==> src/sv/hrhp_pkg.sv <==
// ----------------------------------------------------------------------------
// hrhp_pkg
// Types, codes and reset values shared by the HTTP request header parser.
// ----------------------------------------------------------------------------
package hrhp_pkg;

  // Parser phase
  typedef enum logic [1:0] {
    PH_LINE = 2'd0,
    PH_HDR  = 2'd1,
    PH_DONE = 2'd2,
    PH_ERR  = 2'd3
  } phase_e;

  // Request line substates
  typedef enum logic [2:0] {
    LN_METHOD_START = 3'd0,
    LN_METHOD       = 3'd1,
    LN_AFTER_METHOD = 3'd2,
    LN_PATH         = 3'd3,
    LN_AFTER_PATH   = 3'd4,
    LN_VERSION      = 3'd5,
    LN_CR           = 3'd6
  } line_e;

  // Header line substates
  typedef enum logic [2:0] {
    HD_KEY_START   = 3'd0,
    HD_KEY         = 3'd1,
    HD_COLON       = 3'd2,
    HD_AFTER_COLON = 3'd3,
    HD_VALUE       = 3'd4,
    HD_VALUE_CR    = 3'd5,
    HD_BLANK_CR    = 3'd6
  } hdr_e;

  // Field tags on the result
  typedef enum logic [2:0] {
    TAG_NONE    = 3'd0,
    TAG_METHOD  = 3'd1,
    TAG_PATH    = 3'd2,
    TAG_VERSION = 3'd3,
    TAG_KEY     = 3'd4,
    TAG_VALUE   = 3'd5
  } tag_e;

  // Result status codes
  typedef enum logic [2:0] {
    ST_MORE = 3'd0,
    ST_LINE = 3'd1,
    ST_HDRS = 3'd2,
    ST_ERR  = 3'd3,
    ST_SKIP = 3'd4
  } status_e;

  // Minimum method length; the counter saturates here
  localparam logic [1:0] MIN_METHOD = 2'd2;

  // Parser state
  typedef struct packed {
    phase_e     phase;
    line_e      line_sub;
    hdr_e       hdr_sub;
    logic [1:0] method_cnt;
  } state_t;

  localparam state_t STATE_RESET = '{
    phase:      PH_LINE,
    line_sub:   LN_METHOD_START,
    hdr_sub:    HD_KEY_START,
    method_cnt: 2'd0
  };

  // Input item
  typedef struct packed {
    logic [7:0] data_byte;
    logic       restart;
  } in_item_t;

  // Result item
  typedef struct packed {
    logic [2:0] field_tag;
    logic [7:0] field_byte;
    logic       pair_done;
    logic [2:0] status;
  } out_item_t;

endpackage

==> src/sv/hrhp_stream_if.sv <==
// ----------------------------------------------------------------------------
// hrhp_stream_if
// Valid/ready channel carrying one item per handshake.
// ----------------------------------------------------------------------------
interface hrhp_stream_if #(
  parameter type payload_t = logic
);

  logic     valid;
  logic     ready;
  payload_t payload;

  modport source (output valid, output payload, input ready);
  modport sink   (input valid, input payload, output ready);

endinterface

==> src/sv/hrhp_step.sv <==
// ----------------------------------------------------------------------------
// hrhp_step
// One byte through the request line and header state machines.
// ----------------------------------------------------------------------------
module hrhp_step (
  input  hrhp_pkg::state_t    state_i,
  input  hrhp_pkg::in_item_t  item_i,
  output hrhp_pkg::state_t    state_o,
  output hrhp_pkg::out_item_t result_o
);
  import hrhp_pkg::*;

  localparam logic [7:0] CH_CR = 8'h0D;
  localparam logic [7:0] CH_LF = 8'h0A;

  function automatic logic is_alpha(input logic [7:0] c);
    return (c >= 8'h41 && c <= 8'h5A) || (c >= 8'h61 && c <= 8'h7A);
  endfunction

  function automatic logic is_digit(input logic [7:0] c);
    return c >= 8'h30 && c <= 8'h39;
  endfunction

  function automatic logic is_blank(input logic [7:0] c);
    return c == 8'h20 || c == 8'h09;
  endfunction

  function automatic logic is_key_char(input logic [7:0] c);
    return is_alpha(c) || c == 8'h2D || c == 8'h5F || c == 8'h7E || c == 8'h2E;
  endfunction

  function automatic logic is_path_char(input logic [7:0] c);
    return c == 8'h2F || c == 8'h2E || c == 8'h5F || c == 8'h2D ||
           is_alpha(c) || is_digit(c);
  endfunction

  state_t     cur;
  state_t     nxt;
  tag_e       tag;
  logic       pair;
  status_e    status;
  logic [7:0] c;

  assign c = item_i.data_byte;

  // Restart drops back to the reset state before this byte is handled
  assign cur = item_i.restart ? STATE_RESET : state_i;

  always_comb begin
    nxt    = cur;
    tag    = TAG_NONE;
    pair   = 1'b0;
    status = ST_MORE;

    unique case (cur.phase)
      PH_DONE: status = ST_HDRS;
      PH_ERR:  status = ST_ERR;

      // Request line: method, blanks, path, blanks, version, CR LF
      PH_LINE: begin
        unique case (cur.line_sub)
          LN_METHOD_START: begin
            if (!is_alpha(c)) begin
              status = ST_ERR;
            end else begin
              nxt.line_sub   = LN_METHOD;
              nxt.method_cnt = 2'd1;
              tag            = TAG_METHOD;
            end
          end
          LN_METHOD: begin
            if (is_blank(c)) begin
              if (cur.method_cnt < MIN_METHOD) status = ST_ERR;
              else nxt.line_sub = LN_AFTER_METHOD;
            end else if (!is_alpha(c)) begin
              status = ST_ERR;
            end else begin
              if (cur.method_cnt < MIN_METHOD) nxt.method_cnt = cur.method_cnt + 2'd1;
              tag = TAG_METHOD;
            end
          end
          LN_AFTER_METHOD: begin
            if (is_blank(c)) begin
              status = ST_SKIP;
            end else if (c != 8'h2F) begin
              status = ST_ERR;
            end else begin
              nxt.line_sub = LN_PATH;
              tag          = TAG_PATH;
            end
          end
          LN_PATH: begin
            if (is_path_char(c)) tag = TAG_PATH;
            else if (is_blank(c)) nxt.line_sub = LN_AFTER_PATH;
            else status = ST_ERR;
          end
          LN_AFTER_PATH: begin
            if (is_blank(c)) begin
              status = ST_SKIP;
            end else if (!is_alpha(c)) begin
              status = ST_ERR;
            end else begin
              nxt.line_sub = LN_VERSION;
              tag          = TAG_VERSION;
            end
          end
          LN_VERSION: begin
            if (c == 8'h2E || c == 8'h2F || is_alpha(c) || is_digit(c)) tag = TAG_VERSION;
            else if (c == CH_CR) nxt.line_sub = LN_CR;
            else status = ST_ERR;
          end
          LN_CR: begin
            if (c != CH_LF) begin
              status = ST_ERR;
            end else begin
              nxt.phase   = PH_HDR;
              nxt.hdr_sub = HD_KEY_START;
              status      = ST_LINE;
            end
          end
          default: status = ST_ERR;
        endcase
      end

      // Header lines: key ':' ' ' value CR LF, blank CR LF ends them
      PH_HDR: begin
        unique case (cur.hdr_sub)
          HD_KEY_START: begin
            if (c == CH_CR) begin
              nxt.hdr_sub = HD_BLANK_CR;
            end else if (!is_key_char(c)) begin
              status = ST_ERR;
            end else begin
              nxt.hdr_sub = HD_KEY;
              tag         = TAG_KEY;
            end
          end
          HD_KEY: begin
            if (is_key_char(c)) tag = TAG_KEY;
            else if (c == 8'h3A) nxt.hdr_sub = HD_COLON;
            else status = ST_ERR;
          end
          HD_COLON: begin
            if (c != 8'h20) status = ST_ERR;
            else nxt.hdr_sub = HD_AFTER_COLON;
          end
          HD_AFTER_COLON: begin
            if (is_blank(c)) begin
              status = ST_SKIP;
            end else if (c == CH_CR || c == CH_LF) begin
              status = ST_ERR;
            end else begin
              nxt.hdr_sub = HD_VALUE;
              tag         = TAG_VALUE;
            end
          end
          HD_VALUE: begin
            if (c == CH_CR) nxt.hdr_sub = HD_VALUE_CR;
            else if (c == CH_LF) status = ST_ERR;
            else tag = TAG_VALUE;
          end
          HD_VALUE_CR: begin
            if (c != CH_LF) begin
              status = ST_ERR;
            end else begin
              nxt.hdr_sub = HD_KEY_START;
              pair        = 1'b1;
            end
          end
          HD_BLANK_CR: begin
            if (c != CH_LF) begin
              status = ST_ERR;
            end else begin
              nxt.phase = PH_DONE;
              status    = ST_HDRS;
            end
          end
          default: status = ST_ERR;
        endcase
      end

      default: status = ST_ERR;
    endcase

    // Any error is sticky and drops the tag and pair mark
    if (status == ST_ERR) begin
      nxt.phase = PH_ERR;
      tag       = TAG_NONE;
      pair      = 1'b0;
    end
  end

  assign state_o             = nxt;
  assign result_o.field_tag  = tag;
  assign result_o.field_byte = (tag != TAG_NONE) ? c : 8'd0;
  assign result_o.pair_done  = pair;
  assign result_o.status     = status;

endmodule

==> src/sv/http_request_header_parser.sv <==
// ----------------------------------------------------------------------------
// http_request_header_parser
// Streaming HTTP request line and header checker, one byte per item.
// ----------------------------------------------------------------------------
// Each accepted byte gives exactly one result item: a field tag with the byte,
// a header pair-done mark and a status. Throughput is one byte per clock while
// the downstream side keeps ready; a byte passes through the input register,
// then the result register, and the parser state advances as the byte moves
// from the input register into the result register. The input stays ready
// while the result register is full as long as the downstream side takes
// that result in the same cycle. Done and error are sticky until an item
// with restart set arrives.
module http_request_header_parser (
  input  logic          clk_i,
  input  logic          rst_ni,
  hrhp_stream_if.sink   in_i,
  hrhp_stream_if.source out_o
);
  import hrhp_pkg::*;

  in_item_t  in_q;
  logic      in_vld_q;
  out_item_t res_q;
  out_item_t res_d;
  logic      res_vld_q;
  state_t    state_q;
  state_t    state_d;
  logic      advance;

  // Input register moves on when the result register is free or draining
  assign advance    = in_vld_q && (!res_vld_q || out_o.ready);
  assign in_i.ready = !in_vld_q || advance;

  hrhp_step u_step (
    .state_i  (state_q),
    .item_i   (in_q),
    .state_o  (state_d),
    .result_o (res_d)
  );

  // Control: valid flags and parser state
  always_ff @(posedge clk_i or negedge rst_ni) begin
    if (!rst_ni) begin
      in_vld_q  <= 1'b0;
      res_vld_q <= 1'b0;
      state_q   <= STATE_RESET;
    end else begin
      if (in_i.ready) in_vld_q <= in_i.valid;
      if (advance) begin
        res_vld_q <= 1'b1;
        state_q   <= state_d;
      end else if (out_o.ready) begin
        res_vld_q <= 1'b0;
      end
    end
  end

  // Payload registers
  always_ff @(posedge clk_i) begin
    if (in_i.ready && in_i.valid) in_q <= in_i.payload;
    if (advance) res_q <= res_d;
  end

  assign out_o.valid   = res_vld_q;
  assign out_o.payload = res_q;

endmodule
==> src/flat_wrapper.sv <==
// flat-port wrapper written by rule: the top's interface ports become plain ports
module http_request_header_parser_flat import hrhp_pkg::*;
  (clk_i, rst_ni, in_i_valid, in_i_payload, in_i_ready, out_o_valid, out_o_payload, out_o_ready);
  hrhp_stream_if in_i_i ();
  hrhp_stream_if out_o_i ();
  input  logic clk_i;
  input  logic rst_ni;
  input wire logic [$bits(in_i_i.valid)-1:0] in_i_valid;
  input wire logic [$bits(in_i_i.payload)-1:0] in_i_payload;
  output wire logic [$bits(in_i_i.ready)-1:0] in_i_ready;
  output wire logic [$bits(out_o_i.valid)-1:0] out_o_valid;
  output wire logic [$bits(out_o_i.payload)-1:0] out_o_payload;
  input wire logic [$bits(out_o_i.ready)-1:0] out_o_ready;
  assign in_i_i.valid = in_i_valid;
  assign in_i_i.payload = in_i_payload;
  assign in_i_ready = in_i_i.ready;
  assign out_o_valid = out_o_i.valid;
  assign out_o_payload = out_o_i.payload;
  assign out_o_i.ready = out_o_ready;
  http_request_header_parser u_core (.clk_i(clk_i), .rst_ni(rst_ni), .in_i(in_i_i), .out_o(out_o_i));
endmodule
==> config.mk <==
export PLATFORM = sky130hd
export DESIGN_NAME = http_request_header_parser_flat
export DESIGN_NICKNAME = d
export VERILOG_FILES = /design/src/sv/hrhp_pkg.sv /design/src/sv/hrhp_stream_if.sv /design/src/sv/hrhp_step.sv /design/src/sv/http_request_header_parser.sv /design/src/flat_wrapper.sv
export SDC_FILE = /design/constraint.sdc
export NUM_CORES = 1
export LEC_CHECK = 0
export BUFFER_PORTS_ARGS = -buffer_cell sky130_fd_sc_hd__clkbuf_2
export CAP_MARGIN = 20
export CORE_AREA = 2 2 39 41
export CTS_CLUSTER_SIZE = 20
export DETAILED_ROUTE_END_ITERATION = 10
export DIE_AREA = 0 0 41 43
export HOLD_SLACK_MARGIN = 0.06
export PLACE_DENSITY = 0.52
export SKIP_CTS_REPAIR_TIMING = 1
export SYNTH_ARGS = -nofsm -noshare
export SYNTH_HDL_FRONTEND = slang
export SYNTH_SLANG_ARGS = --single-unit
==> constraint.sdc <==
create_clock -name clk_i -period 4.2 [get_ports clk_i]
set_input_delay 0 -clock clk_i [delete_from_list [all_inputs] [get_ports clk_i]]
set_output_delay 0 -clock clk_i [all_outputs]
set_load 0.01 [all_outputs]
# ---- After elaboration in Yosys (flattened, before gate mapping)
# Cells that the tools add are included.
dict set report classes {
  n_eq_ne 6
  mux 8
  reduce_logical 10
}
# cell n
set ops {}
lappend ops {{2-to-1 mux 10 bit} 1}
lappend ops {{case mux 3 bit (3 select lines)} 1}
lappend ops {{equality test 3 x 2 -> 1 bit (second input constant)} 2}
lappend ops {{2-to-1 mux 3 bit} 2}
lappend ops {{equality test 2 bit (second input constant)} 2}
lappend ops {{2-to-1 mux 2 bit} 2}
lappend ops {{OR reduction 2 bit} 2}
lappend ops {{equality test 3 bit (second input constant)} 1}
lappend ops {{equality test 2 x 1 -> 1 bit (second input constant)} 1}
lappend ops {{logical AND 1 bit} 2}
lappend ops {{zero test 1 bit} 2}
lappend ops {{zero test 2 bit} 1}
lappend ops {{logical OR 1 bit} 2}
lappend ops {{2-to-1 mux 1 bit} 2}
lappend ops {{nonzero test 2 bit} 1}
dict set report totals {
  ff_bits 9
  input_bits 5
  out_inout_bits 3
  wordCells 30
}

# ---- Logic depth before layout (Yosys ltp)
# Gate-level depths: netlist of run 1.
dict set report depth {
  depth_word 7
  mapped_depth 6
  depth_no_buf 6
}

# ---- By module
# From an unflattened synthesis of run 1, not the netlist that was laid out.
dict set report unflattened {
  hier_cells 224
  hier_area_um2 1745.4
}
# module instances cells_each area_per_inst_um2 seq_area_each_um2
set modules_own_cells {}
lappend modules_own_cells {hrhp_step 1 191 1172.4 0.0}
lappend modules_own_cells {http_request_header_parser 1 33 573.0 360.3}

# ---- Worst setup path before layout of run 1
# No wires, ideal clock.
dict set report synth_timing {
  kind {register to register}
  startpoint {reg u_core.in_q[0] (netlist name)}
  endpoint {reg u_core.state_q[9] (netlist name)}
  setup_time_ns 0.066
  arrival_ns 1.443
  t_required_ns 4.134
  setup_slack_ns 2.691
  stages_incl_launch_ff 6
  path_buffers 0
  synth_period_minus_slack_ns 1.509
  cell_sequence {edfxtp_1 -> and2b_1 -> inv_1 -> ha_1 -> o41ai_2 -> a22o_1}
}
# item line
set synth_lines {}
lappend synth_lines {{from (decl)} http_request_header_parser.sv:21} ;# in_item_t in_q;
lappend synth_lines {{from (signal assigned)} http_request_header_parser.sv:60} ;# if (in_i.ready && in_i.valid) in_q <= in_i.payload;
lappend synth_lines {{to (signal assigned)} http_request_header_parser.sv:51} ;# state_q <= state_d;
lappend synth_lines {{to (decl)} http_request_header_parser.sv:26} ;# state_t state_q;

==> out/qor.yml, run 1 <==
synthesis:
  ys_seq_area_share_pct: 52.08
  synth_cell_types: 19
  yosysTopAreaCell: "dfrtp_1"
  synth_fa_ha_area_share_pct: 8.310
  synth_seq_cells: 9
  synth_xor_area_share_pct: 0
  syn_inst: 40
  synth_ff_type: "dfrtp_1"
  synth_area_leaders: "dfrtp_1 (39%), edfxtp_1 (13%), ha_1 (8.3%)"
  synthArstFlopShare_pct: 77.78
  yosys.area_share.simple_pct: 20.50
  synth_compound_area_share_pct: 15.79
  synthMuxAreaShare_pct: 0
  synth_area_um2: 451.7
  yosysTopAreaCellShare_pct: 38.78
  yosysWarningCount: 0
  synth_top_family_by_area: "simple AND/OR/NAND/NOR gates"
  synth-edff-count: 2
  synth_nets: 48
  avgSynthCellArea_um2: 11.29
layout:
  fin_nets: 63
  n_fill_cell: 136
  multi_input_area_um2: 201.4
  fin_util_pct: 40.69
  diodes: 0
  final_cell_mix: "clkbuf_2 (7), dfrtp_1 (7), nand2b_1 (5), a21oi_1 (5), inv_1 (4)"
  seqCellArea_um2: 235.2
  area_growth_pct: 24.65
  layout-drive-gt1-share_pct: 20.37
grt:
  grt_max_degree: 9
  overflow: 0
  antenna_found_initial: 0
  grt_pass1_wl_mm: 1.304
  grt_pass1_vias: 313
  grt_usage_pct: 11.02
clock_tree:
  clock_path_buffers: 2
  tritoncts: "done"
  h-tree-depth: 1
  clock-sinks: 9
  insertion_delay_ns: 0.25
  clk_pin_slew_ns: 0.06
  cts_made_buffers: 3
  root_buffer: "clkbuf_4"
setup_path:
  crit_type: "reg -> reg"
  rr_worst_depth: 5
  setup.worst_path.end_class: "register"
  timing.rr.start: "u_core.in_q[0]"
  rr_endpoint: "u_core.state_q[9]"
  cp-start-kind: "register"
  path_max_fanout: 8
  rrSetupSlack_ns: 2.54
  worstPathRequired_ns: 4.39
  crit_arrival_ns: 1.84
die:
  coreArea_um2: 1384
  initial_utilization_pct: 32.64
  rows: 14
  die_w_um: 41
  die_area_um2: 1763
  io-pin-count: 8
  die_y_um: 43
placement:
  gp_congestion: 0.7227
  hpwlAfterDp_um: 589.3
  port_buffers: 7
timing:
  finalHoldViolCount: 0
  clock_skew_ns: 0.001676
  min_period_over_period_pct: 39.43
  finalSetupViolCount: 0
  tightest_slew_ns: 0.3554
  finalSetupTns_ns: 0
  period_needed_ns: 1.656
  finalMaxSlewViolations: 0
  max_slew_margin_pct: 75.97
  max_freq_mhz: 603.9
  fin_hold_ws_ns: 0.06214
  rsz0062_at_grt: "false"
hold_path:
  hold_path_depth: 3
  min_from: "out_o_ready"
  hold_class: "in -> reg"
  min_to: "u_core.in_vld_q"
run_status:
  status: "finished, final reports clean"
flow_run:
  cap_violations: 0
detailed_routing:
  vias: 331
  viasPerCell: 4.729
  drc: 0
  finalWirelength_um: 802
  wl_per_cell_um: 11.46
  initialDrtViolationCount: 3
  firstDrtPassIters: 2
  drtAntennaViolNets: 0
power:
  power_density_nw_per_um2: 387.9
  irDropWorstVdd_uv: 199.9
  leakagePower_uw: 0.0002672
==> sequential cells by signal, summed over array words and instances, names as in the netlist <==
| name | count |
|---|---|
| u_core.in_vld_q | 1 |
| u_core.state_q | 5 |
| u_core.in_q | 1 |
| u_core.out_o.payload | 1 |
| u_core.out_o.valid | 1 |
==> critical path, cell delays in order, from the launching register on <==
cell and delay [ns]:
edfxtp_1 0.49, and2b_1 0.26, inv_1 0.06, ha_1 0.21, o41ai_2 0.37, a22o_1 0.20
==> metal layers <==
layer / vias up / wire [um] / GRT usage (%)
met4: 0 / 10 / 8.000
met5: - / 0 / 0
li1: 169 / - / -
met3: 2 / 28 / 1.571
met2: 6 / 358 / 14.69
met1: 154 / 405 / 15.59
==> report_power, final <==
part / switching, uW / internal (uW) / total, uW
Combinational: 24.9 / 23.3 / 48.1
Sequential: 6.51 / 101 / 107
Clock: 26.5 / 36.4 / 62.8
==> cell usage after synthesis (2+ instances only) <==
cell      n
dfrtp_1   7
a21oi_1   5
nand2b_1  5
inv_1     4
ha_1      3
edfxtp_1  2
o21a_1    2
==> per-stage QoR <==
stage | instances | worst slack (ns) | total power, uW | area (um^2)
5_1_grt | 70 | 2.455 | 232.3 | 563.0
4_1_cts | 67 | 2.542 | 220.8 | 533.0
3_5_place_dp | 63 | 2.566 | 154.7 | 506.7
3_3_place_gp | 63 | 2.590 | 155.5 | 506.7
6_report | 70 | 2.544 | 218.4 | 563.0
2_1_floorplan | 40 | 2.691 | 140.7 | 451.7
==> cell families after synthesis <==
kind of cell	after synthesis
simple gates	14
buf+inv	4
compound gates	10
fa+ha+maj	3
flops	9
==> layout make-up <==
| class | count | area share (%) |
|---|---|---|
| flip-flops and latches | 9 | 41.78 |
| multi-input cells | 27 | 35.78 |
| repair buffers | 10 | 11.56 |
| clock buffers | 4 | 4.667 |
| well taps | 16 | 3.556 |
| inverters | 4 | 2.667 |
==> how the worst max path moves through the flow <==
stage	start	to	slack, ns	depth (start not counted)
after global routing	u_core.in_q[0]	u_core.state_q[9]	2.45	5
after detailed placement	u_core.in_q[0]	u_core.state_q[9]	2.57	5
after floorplan	u_core.in_q[0]	u_core.state_q[9]	2.69	5
after CTS	u_core.in_q[0]	u_core.state_q[9]	2.54	5
final	u_core.in_q[0]	u_core.state_q[9]	2.54	5
after global placement	u_core.in_q[0]	u_core.state_q[9]	2.59	5
(Power assumes the default switching activity.)
==> run 2: changes to the inputs <==
==> constraint.sdc (replaced) <==
create_clock -name clk_i -period 1.6 [get_ports clk_i]
set_input_delay 0 -clock clk_i [delete_from_list [all_inputs] [get_ports clk_i]]
set_output_delay 0 -clock clk_i [all_outputs]
set_load 0.01 [all_outputs]
==> run 2 against run 1 <==
Clock power rose to 2.8 times the previous value; highest routed layer unchanged; largest power group unchanged; flip-flop and latch count did not move; register-to-register slack lost 2.5 ns; cell count is 2.9% higher; die area did not move; clock skew grew 0.0017 ns; first-iteration DRC count up 130%; sequential share of layout area shrank 1.7 points; combinational power rose to 2.8 times the previous value; non-clock buffer count up 2; critical path depth is 2 higher.
==> out/qor.yml, run 2 (synthesis gave the netlist of run 1 again) <==
layout:
  diodes: 0
  fin_nets: 65
  layout-drive-gt1-share_pct: 28.57
  final_cell_mix: "clkbuf_2 (7), dfrtp_1 (7), nand2b_1 (5), a21oi_1 (5)"
  area_growth_pct: 29.92
  largest_register_ffs: 5
  top_register: "u_core.state_q"
detailed_routing:
  vias: 354
  drc: 0
  wl_per_cell_um: 11.68
  initialDrtViolationCount: 7
  viasPerCell: 4.917
  finalWirelength_um: 841
  firstDrtPassIters: 4
  drtAntennaViolNets: 0
timing:
  period_needed_ns: 1.524
  finalSetupViolCount: 0
  finalSetupTns_ns: 0
  tightest_slew_ns: 0.3927
  finalMaxSlewViolations: 0
  fin_hold_ws_ns: 0.05070
  max_slew_margin_pct: 73.45
  finalHoldViolCount: 0
  clock_skew_ns: 0.003371
  rsz0062_at_grt: "false"
  max_freq_mhz: 656.1
  min_period_over_period_pct: 95.26
grt:
  grt_pass1_wl_mm: 1.462
  grt_max_degree: 8
  antenna_found_initial: 0
  grt_usage_pct: 13.14
  grt_pass1_vias: 359
  overflow: 0
flow_run:
  cap_violations: 0
power:
  power_density_nw_per_um2: 1010
  leakagePower_uw: 0.0002744
  irDropWorstVdd_uv: 415.5
placement:
  port_buffers: 7
  gp_congestion: 0.7738
setup_path:
  crit_type: "reg -> reg"
  setup.worst_path.end_class: "register"
  worstPathRequired_ns: 1.75
  cp-start-kind: "register"
  timing.rr.start: "u_core.in_q[0]"
  path_max_fanout: 4
  crit_arrival_ns: 1.68
  critPathLaunch: "u_core.in_q[0]"
clock_tree:
  clock-sinks: 9
  cts_made_buffers: 3
  root_buffer: "clkbuf_4"
  h-tree-depth: 1
  tritoncts: "done"
  clock_path_buffers: 2
  insertion_delay_ns: 0.26
  clk_pin_slew_ns: 0.06
die:
  initial_utilization_pct: 32.64
  io-pin-count: 8
  rows: 14
  die_w_um: 41
  coreArea_um2: 1384
  die_area_um2: 1763
  die_y_um: 43
hold_path:
  min_from: "out_o_ready"
  hold_class: "in -> reg"
run_status:
  status: "finished, final reports clean"
-- run 2: cell count changes in the layout (fill, tap and decap cells not counted), sizes merged --
| cell | delta |
|---|---|
| buf | +2 |
-- run 2: through the flow --
| step | setup WS, ns | power [uW] | cells | util, % | area (um^2) |
|---|---|---|---|---|---|
| after global placement | 0.1059 | 411.8 | 65 | 37.70 | 521.8 |
| after detailed placement | 0.06170 | 409.7 | 65 | 37.70 | 521.8 |
| after CTS | 0.04730 | 590.7 | 69 | 39.60 | 548.0 |
| after global routing | 0.006623 | 636.7 | 72 | 42.41 | 586.8 |
| final | 0.07583 | 592.7 | 72 | 42.41 | 586.8 |
| after floorplan | 0.09091 | 369.4 | 40 | - | 451.7 |
-- run 2: where the power goes --
part           internal (uW)  switching (uW)  leakage [uW]  total [uW]
sequential               265            14.4      0.000103         279
clock                   96.3            81.6     0.0000150         178
combinational           67.7            68.1      0.000156         136
-- run 2: critical path, stage by stage (launching register included) --
cell and delay, ns:
edfxtp_1 0.42, buf_6 0.14, nand2b_1 0.15, inv_1 0.09, ha_2 0.19, nand2b_1 0.12
o41ai_2 0.07, a22o_1 0.24
-- run 2: worst paths after layout --
path	end	slack, ns	cells past startpoint
hold reg to reg	u_core.state_q[9]	0.50	1
setup / recovery	u_core.state_q[9]	0.08	7
hold / removal	u_core.in_vld_q	0.05	3
max in group asynchronous	u_core.in_vld_q	1.32	2
setup reg to reg	u_core.state_q[9]	0.08	7
min in group asynchronous	u_core.state_q[4]	0.11	2
-- run 2: cell type report --
cell class / instances / area (um^2)
clock buffer: 4 / 26.28
fill: 137 / 797.0
inverter: 4 / 15.01
multi-input combinational: 27 / 206.4
sequential: 9 / 235.2
tap: 16 / 20.02
timing repair buffer: 12 / 83.83
-- run 2: metal layers --
metal / track usage, % / wire (um) / vias up
met3: 4.712 / 32 / 4
met2: 16.88 / 395 / 8
met4: 10.00 / 26 / 0
met1: 17.17 / 387 / 169
li1: - / - / 173
met5: 0 / 0 / -
==> run 3: changes to the inputs <==
==> constraint.sdc (replaced) <==
create_clock -name clk_i -period 1.6 [get_ports clk_i]
set_input_delay 0.24 -clock clk_i [delete_from_list [all_inputs] [get_ports clk_i]]
set_output_delay 0.24 -clock clk_i [all_outputs]
set_load 0.01 [all_outputs]
==> run 3 against run 2 <==
Flip-flop and latch count stayed put; clock skew hardly changed; power is 0.73% lower; first-iteration DRC count stayed put; worst setup slack hardly changed; die area stayed put; worst hold slack better by 0.10 ns; global-route usage stayed put; combinational power is 3% lower; via count is 2.5% lower; maximum frequency hardly changed; critical endpoint unchanged; largest power group unchanged; highest routed layer unchanged.
==> out/qor.yml, run 3 (synthesis gave the netlist of run 1 again) <==
layout:
  area_growth_pct: 25.48
  top_register: "u_core.state_q"
  fin_nets: 63
  final_cell_mix: "clkbuf_2 (7), dfrtp_1 (7), nand2b_1 (5), a21oi_1 (5)"
  fin_util_pct: 40.96
  layout-drive-gt1-share_pct: 29.63
  diodes: 0
  largest_register_ffs: 5
timing:
  rsz0062_at_grt: "false"
  period_needed_ns: 1.524
  min_period_over_period_pct: 95.25
  finalSetupTns_ns: 0
  clock_skew_ns: 0.003452
  finalMaxSlewViolations: 0
  max_slew_margin_pct: 73.45
  tightest_slew_ns: 0.3927
  finalHoldViolCount: 0
  finalSetupViolCount: 0
  max_freq_mhz: 656.1
placement:
  port_buffers: 7
  gp_congestion: 0.7738
setup_path:
  rr_endpoint: "u_core.state_q[9]"
  timing.rr.start: "u_core.in_q[0]"
  cp-start-kind: "register"
  worstPathRequired_ns: 1.75
  crit_arrival_ns: 1.68
  rrSetupSlack_ns: 0.08
  crit_type: "reg -> reg"
  path_max_fanout: 4
  rr_worst_depth: 7
  setup.worst_path.end_class: "register"
power:
  total_power_uw: 588.4
  p_int_uw: 425.5
  power_density_nw_per_um2: 1038
  power_frac_comb_pct: 22.4
  p_seq_share_pct: 47.4
  irDropWorstVdd_uv: 415.3
  p_sw_uw: 162.9
  power.share.clock_pct: 30.2
  leakagePower_uw: 0.0002660
  swShare_pct: 27.69
clock_tree:
  clock-sinks: 9
  clock_path_buffers: 2
  h-tree-depth: 1
  clk_pin_slew_ns: 0.06
  insertion_delay_ns: 0.26
  cts_made_buffers: 3
  root_buffer: "clkbuf_4"
  tritoncts: "done"
grt:
  antenna_found_initial: 0
  grt_usage_pct: 13.14
  grt_max_degree: 8
  overflow: 0
  grt_pass1_vias: 359
  grt_pass1_wl_mm: 1.462
detailed_routing:
  wl_per_cell_um: 11.53
  vias: 345
  drtAntennaViolNets: 0
  initialDrtViolationCount: 7
  finalWirelength_um: 807
  top_layer: "met4"
  wl_met2_um: 366
  drc: 0
  wl_met3_um: 36
  met1_length_um: 379
  firstDrtPassIters: 4
  viasPerCell: 4.929
hold_path:
  hold_path_depth: 1
  min_from: "in_i_payload"
  min_to: "u_core.in_q[0]"
  hold_class: "in -> reg"
run_status:
  status: "finished, final reports clean"
die:
  initial_utilization_pct: 32.64
  rows: 14
  die_w_um: 41
  die_area_um2: 1763
  io-pin-count: 8
  coreArea_um2: 1384
  die_y_um: 43
flow_run:
  cap_violations: 0
[run 3: changes by cell type in the layout (fill, tap and decap cells not counted)]
cell,before,now
dlygate4sd3_1,3,1
[run 3: metrics by stage]
stage / worst slack, ns / area (um^2) / hold WS (ns) / instances
final: 0.07594 / 566.8 / 0.1535 / 70
after floorplan: 0.09091 / 451.7 / -0.05559 / 40
after detailed placement: 0.06170 / 521.8 / 0.08667 / 65
after global placement: 0.1059 / 521.8 / 0.09182 / 65
after global routing: 0.006623 / 566.8 / 0.1513 / 70
after CTS: 0.04730 / 548.0 / -0.1986 / 69
[run 3: worst max-delay path by stage]
| stage | end | cells after the start | from |
|---|---|---|---|
| 3_5_place_dp | u_core.state_q[9] | 5 | u_core.in_q[0] |
| 5_1_grt | u_core.state_q[9] | 7 | u_core.in_q[0] |
| 6_report | u_core.state_q[9] | 7 | u_core.in_q[0] |
| 3_3_place_gp | u_core.state_q[9] | 5 | u_core.in_q[0] |
| 2_1_floorplan | u_core.state_q[9] | 5 | u_core.in_q[0] |
| 4_1_cts | u_core.state_q[9] | 5 | u_core.in_q[0] |
[run 3: per-layer routing]
metal	track usage, %	vias to the layer above
met3	4.712	4
met5	0	-
met2	16.88	8
li1	-	169
met4	10.00	0
met1	17.17	164
[run 3: power by group through the flow]
stage	clock, uW	combinational (uW)	sequential [uW]
3_3_place_gp	0	127	285
5_1_grt	198	151	284
3_5_place_dp	0	127	283
6_report	178	132	279
4_1_cts	184	127	279
2_1_floorplan	0	83.8	286
[run 3: worst max-delay path: stages, from the launching register on]
cell and delay, ns:
edfxtp_1 0.42, buf_6 0.14, nand2b_1 0.15, inv_1 0.09, ha_2 0.19, nand2b_1 0.12, o41ai_2 0.07, a22o_1 0.24
[run 3: area by class of cell]
cell class,count,area (um^2)
multi-input combinational,27,206.4
tap,16,20.02
timing repair buffer,10,63.81
clock buffer,4,26.28
fill,139,817.0
sequential,9,235.2
inverter,4,15.01
